--- src/rtl/assert_macros.svh ---
// assertion helpers shared by the rtl
`ifndef ASSERT_MACROS_SVH
`define ASSERT_MACROS_SVH

// property holds at every clock edge outside reset
`define SHA1_ASSERT(lbl, prop, msg) \
	lbl: assert property (@(posedge clk) disable iff (!arst_n) prop) else $error(msg);

// consequence holds in the cycle after the trigger
`define SHA1_ASSERT_NEXT(lbl, trig, cons, msg) \
	lbl: assert property (@(posedge clk) disable iff (!arst_n) trig |=> cons) else $error(msg);

`endif

--- src/rtl/sha1_pkg.sv ---
package sha1_pkg;

	typedef logic [31:0] word_t;
	typedef logic [4:0][31:0] hash_t;

	localparam int unsigned CNT_W = 61;
	localparam logic [2:0] LAST_IDX = 3'd4;
	localparam logic [3:0] LAST_BLK_WORD = 4'd15;
	localparam logic [3:0] LEN_HI_WORD = 4'd14;
	localparam logic [3:0] LEN_LO_WORD = 4'd15;
	localparam logic [5:0] LAST_SLOT = 6'd63;
	localparam logic [5:0] LEN_SLOT = 6'd56;
	localparam logic [6:0] LAST_ROUND = 7'd79;
	localparam logic [7:0] PAD_MARK = 8'h80;

	localparam word_t K0 = 32'h5A827999;
	localparam word_t K1 = 32'h6ED9EBA1;
	localparam word_t K2 = 32'h8F1BBCDC;
	localparam word_t K3 = 32'hCA62C1D6;

	localparam hash_t H_INIT = {32'hC3D2E1F0, 32'h10325476, 32'h98BADCFE,
		32'hEFCDAB89, 32'h67452301};

	typedef struct packed {
		logic start;
		logic hash_init;
	} core_ctrl_t;

	typedef struct packed {
		logic busy;
		logic done;
	} core_stat_t;

	// big-endian byte lane insert
	function automatic word_t place_byte(word_t w, logic [7:0] b, logic [1:0] lane);
		word_t r;
		r = w;
		unique case (lane)
			2'd0: r[31:24] = w[31:24] | b;
			2'd1: r[23:16] = w[23:16] | b;
			2'd2: r[15:8] = w[15:8] | b;
			2'd3: r[7:0] = w[7:0] | b;
			default: r = w;
		endcase
		return r;
	endfunction

endpackage

--- src/rtl/sha1_block_mem.sv ---
module sha1_block_mem (
	input logic clk,
	input logic we,
	input logic [3:0] waddr,
	input sha1_pkg::word_t wdata,
	input logic [3:0] raddr,
	output sha1_pkg::word_t rdata
);

	sha1_pkg::word_t mem [16];

	always_ff @(posedge clk) begin
		if (we) begin
			mem[waddr] <= wdata;
		end
		rdata <= mem[raddr];
	end

endmodule

--- src/rtl/sha1_core.sv ---
module sha1_core (
	input logic clk,
	input logic arst_n,
	input sha1_pkg::core_ctrl_t ctrl,
	output sha1_pkg::core_stat_t stat,
	output logic [3:0] rd_addr,
	input sha1_pkg::word_t rd_data,
	output sha1_pkg::hash_t hash
);

	typedef enum logic [2:0] {
		C_IDLE = 3'b001,
		C_RND = 3'b010,
		C_UPD = 3'b100
	} core_state_t;

	core_state_t state_q;
	logic [6:0] r_q;
	sha1_pkg::hash_t h_q;
	sha1_pkg::word_t a_q, b_q, c_q, d_q, e_q;
	sha1_pkg::word_t w_q [16];
	sha1_pkg::word_t w_new, f, k, t;

	function automatic sha1_pkg::word_t rotl1(sha1_pkg::word_t x);
		return {x[30:0], x[31]};
	endfunction

	function automatic sha1_pkg::word_t rotl5(sha1_pkg::word_t x);
		return {x[26:0], x[31:27]};
	endfunction

	function automatic sha1_pkg::word_t rotl30(sha1_pkg::word_t x);
		return {x[1:0], x[31:2]};
	endfunction

	assign stat = '{busy: (state_q != C_IDLE), done: (state_q == C_UPD)};
	assign hash = h_q;
	assign rd_addr = (state_q == C_RND) ? (r_q[3:0] + 4'd1) : 4'd0;

	// first 16 rounds take the block from memory, the rest from the window
	assign w_new = (r_q < 7'd16) ? rd_data : rotl1(w_q[13] ^ w_q[8] ^ w_q[2] ^ w_q[0]);

	always_comb begin
		priority if (r_q < 7'd20) begin
			f = (b_q & c_q) | (~b_q & d_q);
			k = sha1_pkg::K0;
		end else if (r_q < 7'd40) begin
			f = b_q ^ c_q ^ d_q;
			k = sha1_pkg::K1;
		end else if (r_q < 7'd60) begin
			f = (b_q & c_q) | (b_q & d_q) | (c_q & d_q);
			k = sha1_pkg::K2;
		end else begin
			f = b_q ^ c_q ^ d_q;
			k = sha1_pkg::K3;
		end
	end

	assign t = rotl5(a_q) + f + e_q + w_new + k;

	always_ff @(posedge clk or negedge arst_n) begin
		if (!arst_n) begin
			state_q <= C_IDLE;
			r_q <= '0;
			h_q <= sha1_pkg::H_INIT;
		end else begin
			unique case (state_q)
				C_IDLE: begin
					if (ctrl.hash_init) begin
						h_q <= sha1_pkg::H_INIT;
					end
					if (ctrl.start) begin
						r_q <= '0;
						state_q <= C_RND;
					end
				end
				C_RND: begin
					r_q <= r_q + 7'd1;
					if (r_q == sha1_pkg::LAST_ROUND) begin
						state_q <= C_UPD;
					end
				end
				C_UPD: begin
					h_q[0] <= h_q[0] + a_q;
					h_q[1] <= h_q[1] + b_q;
					h_q[2] <= h_q[2] + c_q;
					h_q[3] <= h_q[3] + d_q;
					h_q[4] <= h_q[4] + e_q;
					state_q <= C_IDLE;
				end
				default: state_q <= C_IDLE;
			endcase
		end
	end

	// working variables and schedule window
	always_ff @(posedge clk) begin
		if (state_q == C_IDLE && ctrl.start) begin
			a_q <= h_q[0];
			b_q <= h_q[1];
			c_q <= h_q[2];
			d_q <= h_q[3];
			e_q <= h_q[4];
		end else if (state_q == C_RND) begin
			a_q <= t;
			b_q <= a_q;
			c_q <= rotl30(b_q);
			d_q <= c_q;
			e_q <= d_q;
			for (int i = 0; i < 15; i++) begin
				w_q[i] <= w_q[i + 1];
			end
			w_q[15] <= w_new;
		end
	end

endmodule

--- src/rtl/sha1_digest_out.sv ---
module sha1_digest_out (
	input logic clk,
	input logic arst_n,
	input logic load,
	input sha1_pkg::hash_t hash,
	input logic flag,
	output logic free,
	output logic out_valid,
	input logic out_stall,
	output logic [31:0] digest_word,
	output logic [2:0] word_index,
	output logic last_word,
	output logic length_overflow
);

	logic valid_q;
	logic [2:0] idx_q;
	logic flag_q;
	sha1_pkg::hash_t words_q;
	logic take;

	assign take = valid_q && !out_stall;
	assign free = !valid_q;
	assign out_valid = valid_q;
	assign digest_word = words_q[0];
	assign word_index = idx_q;
	assign last_word = (idx_q == sha1_pkg::LAST_IDX);
	assign length_overflow = flag_q;

	always_ff @(posedge clk or negedge arst_n) begin
		if (!arst_n) begin
			valid_q <= 1'b0;
			idx_q <= '0;
		end else if (load) begin
			valid_q <= 1'b1;
			idx_q <= '0;
		end else if (take) begin
			if (idx_q == sha1_pkg::LAST_IDX) begin
				valid_q <= 1'b0;
			end
			idx_q <= idx_q + 3'd1;
		end
	end

	// digest shifts down one word per item taken
	always_ff @(posedge clk) begin
		if (load) begin
			words_q <= hash;
			flag_q <= flag;
		end else if (take) begin
			words_q <= {32'd0, words_q[4:1]};
		end
	end

endmodule

--- src/rtl/sha1_hash_engine.sv ---
// SHA-1 engine over a byte stream. Each input item is either a message byte (op 0) or a
// finish command (op 1). Bytes are packed big-endian into a 16-word block memory; byte
// items are taken back to back, and the 64th byte of a block starts the compression, which
// holds in_stall high through 80 rounds at one round per cycle and the final hash add. A
// finish item writes the padding words into the block memory (one word per cycle, from the
// current word through word 15), compresses once, or twice when the length does not fit
// behind the 0x80 marker, then hands the digest to an output buffer and returns to the
// initial hash; the finish waits while the output buffer still holds the previous digest.
// The five digest words leave word 0 first, with last_word on word 4, and the buffer
// drains while new message bytes are already taken. A message longer than 2^64-1 bits
// sets an overflow flag, sticky until finish, that reaches length_overflow with the digest;
// bytes past that point are dropped and the digest covers the length that was kept.
`include "assert_macros.svh"

module sha1_hash_engine (
	input logic clk,
	input logic arst_n,
	input logic in_valid,
	output logic in_stall,
	input logic op,
	input logic [7:0] data_byte,
	output logic out_valid,
	input logic out_stall,
	output logic [31:0] digest_word,
	output logic [2:0] word_index,
	output logic last_word,
	output logic length_overflow
);

	typedef enum logic [3:0] {
		ST_IDLE = 4'b0001,
		ST_PAD = 4'b0010,
		ST_HASH = 4'b0100,
		ST_FIN = 4'b1000
	} eng_state_t;

	eng_state_t state_q;
	logic [5:0] pos_q;
	sha1_pkg::word_t acc_q;
	logic [sha1_pkg::CNT_W-1:0] cnt_q;
	logic ovf_q;
	logic fin_q;
	logic two_q;
	logic mark_q;
	logic [3:0] widx_q;

	logic in_acc;
	logic byte_take;
	sha1_pkg::word_t acc_new;
	sha1_pkg::word_t acc_marked;
	sha1_pkg::word_t pad_word;
	logic [63:0] bit_len;

	logic mem_we;
	logic [3:0] mem_waddr;
	sha1_pkg::word_t mem_wdata;
	logic [3:0] mem_raddr;
	sha1_pkg::word_t mem_rdata;

	sha1_pkg::core_ctrl_t core_ctrl;
	sha1_pkg::core_stat_t core_stat;
	sha1_pkg::hash_t core_hash;

	logic out_free;
	logic out_load;

	// only the idle state takes items
	assign in_stall = (state_q != ST_IDLE);
	assign in_acc = in_valid && !in_stall;

	// a byte is dropped once the length would pass 2^64-1 bits
	assign byte_take = in_acc && !op && !ovf_q && !(&cnt_q);

	assign acc_new = sha1_pkg::place_byte(acc_q, data_byte, pos_q[1:0]);
	assign acc_marked = sha1_pkg::place_byte(acc_q, sha1_pkg::PAD_MARK, pos_q[1:0]);
	assign bit_len = {cnt_q, 3'b000};

	// padding words: marker word first, zeros, length in the last block only
	always_comb begin
		priority if (mark_q) begin
			pad_word = acc_marked;
		end else if (!two_q && widx_q == sha1_pkg::LEN_HI_WORD) begin
			pad_word = bit_len[63:32];
		end else if (!two_q && widx_q == sha1_pkg::LEN_LO_WORD) begin
			pad_word = bit_len[31:0];
		end else begin
			pad_word = '0;
		end
	end

	always_comb begin
		mem_we = 1'b0;
		mem_waddr = pos_q[5:2];
		mem_wdata = acc_new;
		core_ctrl.start = 1'b0;
		core_ctrl.hash_init = out_load;
		unique case (state_q)
			ST_IDLE: begin
				// a word goes to memory when its fourth byte arrives
				mem_we = byte_take && (pos_q[1:0] == 2'd3);
				core_ctrl.start = byte_take && (pos_q == sha1_pkg::LAST_SLOT);
			end
			ST_PAD: begin
				mem_we = 1'b1;
				mem_waddr = widx_q;
				mem_wdata = pad_word;
				core_ctrl.start = (widx_q == sha1_pkg::LAST_BLK_WORD);
			end
			ST_HASH, ST_FIN: begin
				mem_we = 1'b0;
			end
			default: mem_we = 1'b0;
		endcase
	end

	assign out_load = (state_q == ST_FIN) && out_free;

	always_ff @(posedge clk or negedge arst_n) begin
		if (!arst_n) begin
			state_q <= ST_IDLE;
			pos_q <= '0;
			acc_q <= '0;
			cnt_q <= '0;
			ovf_q <= 1'b0;
			fin_q <= 1'b0;
			two_q <= 1'b0;
			mark_q <= 1'b0;
			widx_q <= '0;
		end else begin
			unique case (state_q)
				ST_IDLE: begin
					if (in_acc && op) begin
						// finish: pad from the current word on
						widx_q <= pos_q[5:2];
						mark_q <= 1'b1;
						fin_q <= 1'b1;
						two_q <= (pos_q >= sha1_pkg::LEN_SLOT);
						state_q <= ST_PAD;
					end else if (in_acc && !byte_take) begin
						ovf_q <= 1'b1;
					end else if (byte_take) begin
						cnt_q <= cnt_q + {{(sha1_pkg::CNT_W-1){1'b0}}, 1'b1};
						pos_q <= pos_q + 6'd1;
						acc_q <= (pos_q[1:0] == 2'd3) ? '0 : acc_new;
						if (pos_q == sha1_pkg::LAST_SLOT) begin
							fin_q <= 1'b0;
							state_q <= ST_HASH;
						end
					end
				end
				ST_PAD: begin
					mark_q <= 1'b0;
					widx_q <= widx_q + 4'd1;
					if (widx_q == sha1_pkg::LAST_BLK_WORD) begin
						state_q <= ST_HASH;
					end
				end
				ST_HASH: begin
					if (core_stat.done) begin
						if (!fin_q) begin
							state_q <= ST_IDLE;
						end else if (two_q) begin
							// length block follows the marker block
							two_q <= 1'b0;
							widx_q <= '0;
							state_q <= ST_PAD;
						end else begin
							state_q <= ST_FIN;
						end
					end
				end
				ST_FIN: begin
					if (out_free) begin
						pos_q <= '0;
						acc_q <= '0;
						cnt_q <= '0;
						ovf_q <= 1'b0;
						fin_q <= 1'b0;
						state_q <= ST_IDLE;
					end
				end
				default: state_q <= ST_IDLE;
			endcase
		end
	end

	sha1_block_mem u_mem (
		.clk(clk),
		.we(mem_we),
		.waddr(mem_waddr),
		.wdata(mem_wdata),
		.raddr(mem_raddr),
		.rdata(mem_rdata)
	);

	sha1_core u_core (
		.clk(clk),
		.arst_n(arst_n),
		.ctrl(core_ctrl),
		.stat(core_stat),
		.rd_addr(mem_raddr),
		.rd_data(mem_rdata),
		.hash(core_hash)
	);

	sha1_digest_out u_out (
		.clk(clk),
		.arst_n(arst_n),
		.load(out_load),
		.hash(core_hash),
		.flag(ovf_q),
		.free(out_free),
		.out_valid(out_valid),
		.out_stall(out_stall),
		.digest_word(digest_word),
		.word_index(word_index),
		.last_word(last_word),
		.length_overflow(length_overflow)
	);

	`SHA1_ASSERT(a_no_write_in_rounds, mem_we |-> !core_stat.busy, "block memory written during rounds")
	`SHA1_ASSERT(a_start_when_idle, core_ctrl.start |-> !core_stat.busy, "core started while busy")
	`SHA1_ASSERT(a_done_in_hash, core_stat.done |-> state_q == ST_HASH, "core done outside hash wait")
	`SHA1_ASSERT_NEXT(a_load_shows, out_load, out_valid && word_index == 3'd0, "digest not shown after load")

endmodule
--- config.mk ---
export PLATFORM = sky130hd
export DESIGN_NAME = sha1_hash_engine
export DESIGN_NICKNAME = d
export VERILOG_FILES = /design/src/rtl/sha1_pkg.sv /design/src/rtl/sha1_block_mem.sv /design/src/rtl/sha1_core.sv /design/src/rtl/sha1_digest_out.sv /design/src/rtl/sha1_hash_engine.sv
export VERILOG_INCLUDE_DIRS = /design/src /design/src/rtl
export SDC_FILE = /design/constraint.sdc
export NUM_CORES = 2
export LEC_CHECK = 0
export BUFFER_PORTS_ARGS = -buffer_cell sky130_fd_sc_hd__buf_2
export CORE_MARGIN = 5
export CORE_UTILIZATION = 45
export DETAILED_ROUTE_END_ITERATION = 8
export SLEW_MARGIN = 20
export SYNTH_ARGS = -nofsm -noshare
export SYNTH_HDL_FRONTEND = slang
export SYNTH_SLANG_ARGS = --single-unit
--- constraint.sdc ---
create_clock -name clk -period 29 [get_ports clk]
set_input_delay 5.8 -clock clk [delete_from_list [all_inputs] [get_ports clk]]
set_output_delay 5.8 -clock clk [all_outputs]
set_load 0.01 [all_outputs]
==> impl_summary.md <==
Clock network
Post-CTS repair changed the size of 0 cells. Buffers inserted during clock tree synthesis total 174. The clock latency at the later pin of the worst-skew pair is 800 ps. The post-CTS clock slew at the launch and capture registers of the worst setup and hold paths is 60 ps.

No sink is reached through more buffers than the 3 on the longest clock path. The CTS tree is built. The number of hold buffers added after CTS is 0. The number of sinks handled by clock tree synthesis is 1662. The number of buffers inserted to repair setup after CTS is 0. The H-tree generated during clock tree synthesis spans 4 levels. The cell at the root of the clock tree is sky130_fd_sc_hd__clkbuf_16.

Finish
Once layout is complete, the utilization of the core stands at 50.1%. The share of layout cells above drive strength 1 is 8.49%. The area occupied by registers is 0.0483 mm^2. The footprint of the multi-input gates is 0.0261 mm^2. The number of nets in the layout is 6626. After filler insertion, the fill cell instance count of the layout stands at 14600. The area growth from synthesis to layout is 10.9%.

With fillers left out, the area of the finished cells amounts to 0.0847 mm^2.

Drt
The vias per cell is 5.62. The post-detailed-routing wire length is 190000 um. Before antenna repair, the detailed router went through 6 iterations. The detailed router placed 48500 vias in this run. For this run, design rule violations remaining after detail routing come to 0. In this run the remaining antenna-violating nets after routing total 0. The number of design-rule violations left by the first detailed-router iteration is 4905.

Dividing the detail-routed wire length by the instance count gives 22.0 um.

Global route
The initial antenna violation count is 1. The combined global-route utilization of all metal layers is 20.9%. The number of global-route vias before repair is 46600. The overall overflow remaining after global route is 0.

The maximum number of pins on one net before global-route repair is 208. The first global-routing pass estimated 290000 um of wire.

Synth
The net count after synthesis is 6638. The count of synthesis-stage warnings from yosys is 0. Among all flip-flop cells after synthesis, the most frequent one is sky130_fd_sc_hd__edfxtp_1. The cell area after technology mapping is 0.0764 mm^2. The synthesized instance count is 6271. In the synthesized netlist the async set-or-reset flop fraction comes to 17.1%. The post-synthesis area per instance is 12.2 um^2. Yosys mapped a number of flops with a built-in enable equal to 1345. The flip-flop and latch count after synthesis is 1662. The sequential fraction of the synthesis area is 63.2%.

Counting distinct cell types in the post-synthesis netlist gives 88.

Floorplanning
The floorplan has 151 rows. The effective utilization at floorplan is 45.2%. Pin placement for this block handled 52 I/O pins. The die covers 0.178 mm^2. From left edge to right edge, the die measures 422 um. The floorplan step set the die height to 422 um. The core box area is 0.169 mm^2.

Worst setup path
Of all nets on the critical path, the largest fanout is 189. The worst setup path is launched from a primary input. For this design, the slowest cell found on the critical path is sky130_fd_sc_hd__buf_4.

The data arrival time of the critical path is 10150 ps. The critical path contains buffers and inverters numbering 4 combined. In this design, the stage delay of the slowest critical-path cell is 900 ps. The required time at the worst-slack endpoint is 29420 ps. Walking the worst path, the cells encountered are buf_2, nand3b_1, nor2_1, nand3_2, o31a_2, nor3_4, buf_12, nor2_2, inv_6, buf_4. The type of element capturing the critical path is a flop. Across all register-to-register paths, the minimum setup slack is 21620 ps.

The type of the setup path with the least slack is primary input to flop. The family with the most delay on the worst path is buffers and inverters.

Timing
Final hold analysis gives a worst-case slack of 401 ps. Derived from the worst setup path, the maximum achievable clock frequency is 103 MHz. Setup violations remaining at the end of the flow were counted as 0. The final sum of negative setup slack is 0 ps.

The number of max-slew violations in the final report came to 0. Setup repair after global routing left no endpoint under its margin. The slew of the pin with the lowest slew margin is 1170 ps. The worst slew margin relative to its limit is 21.9%. The post-route fraction of the period consumed by the critical path is 33.6%. The final critical path time including I/O delays and setup is 9740 ps. The final worst clock skew is 26.0 ps.

The number of hold violations in the final report came to 0.

Power
Summed over all cells, the static leakage comes to 31.3 nW. The largest voltage drop on the vdd net is 61.5 uV. The power density normalized to cell area is 64.4 mW/mm^2.

Place
The placed cell area is 0.0789 mm^2. The half-perimeter wire length of the detailed placement result is 120000 um. Buffers placed on the I/O ports in this run total 51. The last weighted congestion value of the routability-driven placer is 0.876.

Job
Across the run, the number of max-cap violations was 0.

Hold path
The path class of the tightest hold or removal check is flop to flop.

Run status
The flow ran to the end, and the final reports show no timing, DRC or antenna violations.
cells by family after synthesis:
logic type      synth area share [%]
compound gates                  11.0
xor+xnor                        3.64
fa+ha+maj                       7.02
buf+inv                         2.93
flops                           63.2
mux                            0.149
simple gates                    12.0
flip-flops by register name (all words and copies together), names as in the netlist, 32 cells and up:
name and count:
u_core.w_q 512, u_mem.mem 512, u_core.hash 160, u_out.words_q 128, cnt_q 61, acc_q 32
u_core.a_q 32, u_core.b_q 32, u_core.c_q 32, u_core.d_q 32, u_core.e_q 32, u_mem.rdata 32
u_out.digest_word 32
cells in the mapped netlist (14+ instances only):
cell                       instances  area [um^2]
sky130_fd_sc_hd__a211oi_1        185         1390
sky130_fd_sc_hd__a21o_1           85          638
sky130_fd_sc_hd__a21oi_1         364         1820
sky130_fd_sc_hd__a221oi_1         28          245
sky130_fd_sc_hd__a22o_1           20          175
sky130_fd_sc_hd__a311oi_1         64          561
sky130_fd_sc_hd__a31oi_1          81          507
sky130_fd_sc_hd__and2_1           59          369
sky130_fd_sc_hd__and3_1           38          238
sky130_fd_sc_hd__and4_1           14          123
sky130_fd_sc_hd__buf_2            20          100
sky130_fd_sc_hd__buf_4            37          278
sky130_fd_sc_hd__clkbuf_1        232          871
sky130_fd_sc_hd__dfrtp_1         203         5080
sky130_fd_sc_hd__dfstp_2          82         2150
sky130_fd_sc_hd__dfxtp_1          32          641
sky130_fd_sc_hd__edfxtp_1       1345        40400
sky130_fd_sc_hd__fa_1            124         2480
sky130_fd_sc_hd__ha_1            230         2880
sky130_fd_sc_hd__inv_1           232          871
sky130_fd_sc_hd__nand2_1        1215         4560
sky130_fd_sc_hd__nand2b_1         35          219
sky130_fd_sc_hd__nand3_1          70          350
sky130_fd_sc_hd__nand4_1          22          138
sky130_fd_sc_hd__nor2_1          333         1250
sky130_fd_sc_hd__nor2b_1         177         1110
sky130_fd_sc_hd__nor3_1           40          200
sky130_fd_sc_hd__o21a_1           34          255
sky130_fd_sc_hd__o21ai_0         250         1250
sky130_fd_sc_hd__o21bai_1         17          128
sky130_fd_sc_hd__o31ai_1          17          128
sky130_fd_sc_hd__o32ai_1          17          149
sky130_fd_sc_hd__or3_1            28          175
sky130_fd_sc_hd__xnor2_1         198         1730
sky130_fd_sc_hd__xor2_1          119         1040
area by class of cell:
cell class                      count  area share [%]
Antenna cell                        1         0.00296
Clock inverter                     76            1.04
Multi-Input combinational cell   4068            30.9
Tap cell                         2218            3.28
Sequential cell                  1662            57.0
Inverter                          233            1.06
Timing Repair Buffer              120           0.984
Clock buffer                      249            5.75
final timing paths:
check | start | endpoint | depth (start not counted)
setup / recovery | op | u_core.d_q[21] | 10
hold / removal | u_core.w_q[0][59] | u_core.w_q[0][27] | 0
setup reg to reg | u_core.r_q[4] | u_core.a_q[31] | 26
hold reg to reg | u_core.w_q[0][59] | u_core.w_q[0][27] | 0
max in group asynchronous | arst_n | acc_q[25] | 4
min in group asynchronous | arst_n | u_core.hash[11] | 1
where the power goes:
part           internal (mW)  switching, mW  leakage (nW)
Clock                   1.28          0.949          2.79
Sequential              2.79         0.0435          15.6
Combinational         0.0939          0.300          12.9
per-stage QoR:
stage,instances,worst slack [ps],total power [mW]
floorplan,6271,11150,3.09
global placement,8301,18580,3.26
detailed placement,8301,18490,3.27
CTS,8626,19350,5.50
global route,8627,19060,5.65
finish,8627,19260,5.45
layout by cell type (no fill, tap or decap), types with 55 or more instances in the layout:
cell type and n:
sky130_fd_sc_hd__a31oi_1 80, sky130_fd_sc_hd__xnor2_1 198, sky130_fd_sc_hd__xor2_1 119, sky130_fd_sc_hd__clkbuf_16 176, sky130_fd_sc_hd__nor2_1 321, sky130_fd_sc_hd__inv_1 230
sky130_fd_sc_hd__a21oi_1 351, sky130_fd_sc_hd__dfrtp_1 202, sky130_fd_sc_hd__dfstp_2 82, sky130_fd_sc_hd__nor2b_1 172, sky130_fd_sc_hd__nand3_1 70, sky130_fd_sc_hd__ha_1 230
sky130_fd_sc_hd__a311oi_1 64, sky130_fd_sc_hd__a211oi_1 185, sky130_fd_sc_hd__fa_1 124, sky130_fd_sc_hd__a21o_1 85, sky130_fd_sc_hd__and2_1 55, sky130_fd_sc_hd__nand2_1 1213
sky130_fd_sc_hd__o21ai_0 242, sky130_fd_sc_hd__edfxtp_1 1345, sky130_fd_sc_hd__buf_4 65
layer usage:
layer	track usage, %	vias to the layer above	share of wire, %
li1	-	22500	-
met1	30.8	24200	46
met2	32.3	1468	45
met3	3.32	275	6.1
met4	6.06	0	2.8
met5	0	-	0
No activity file was read; power rests on OpenSTA's default activity.
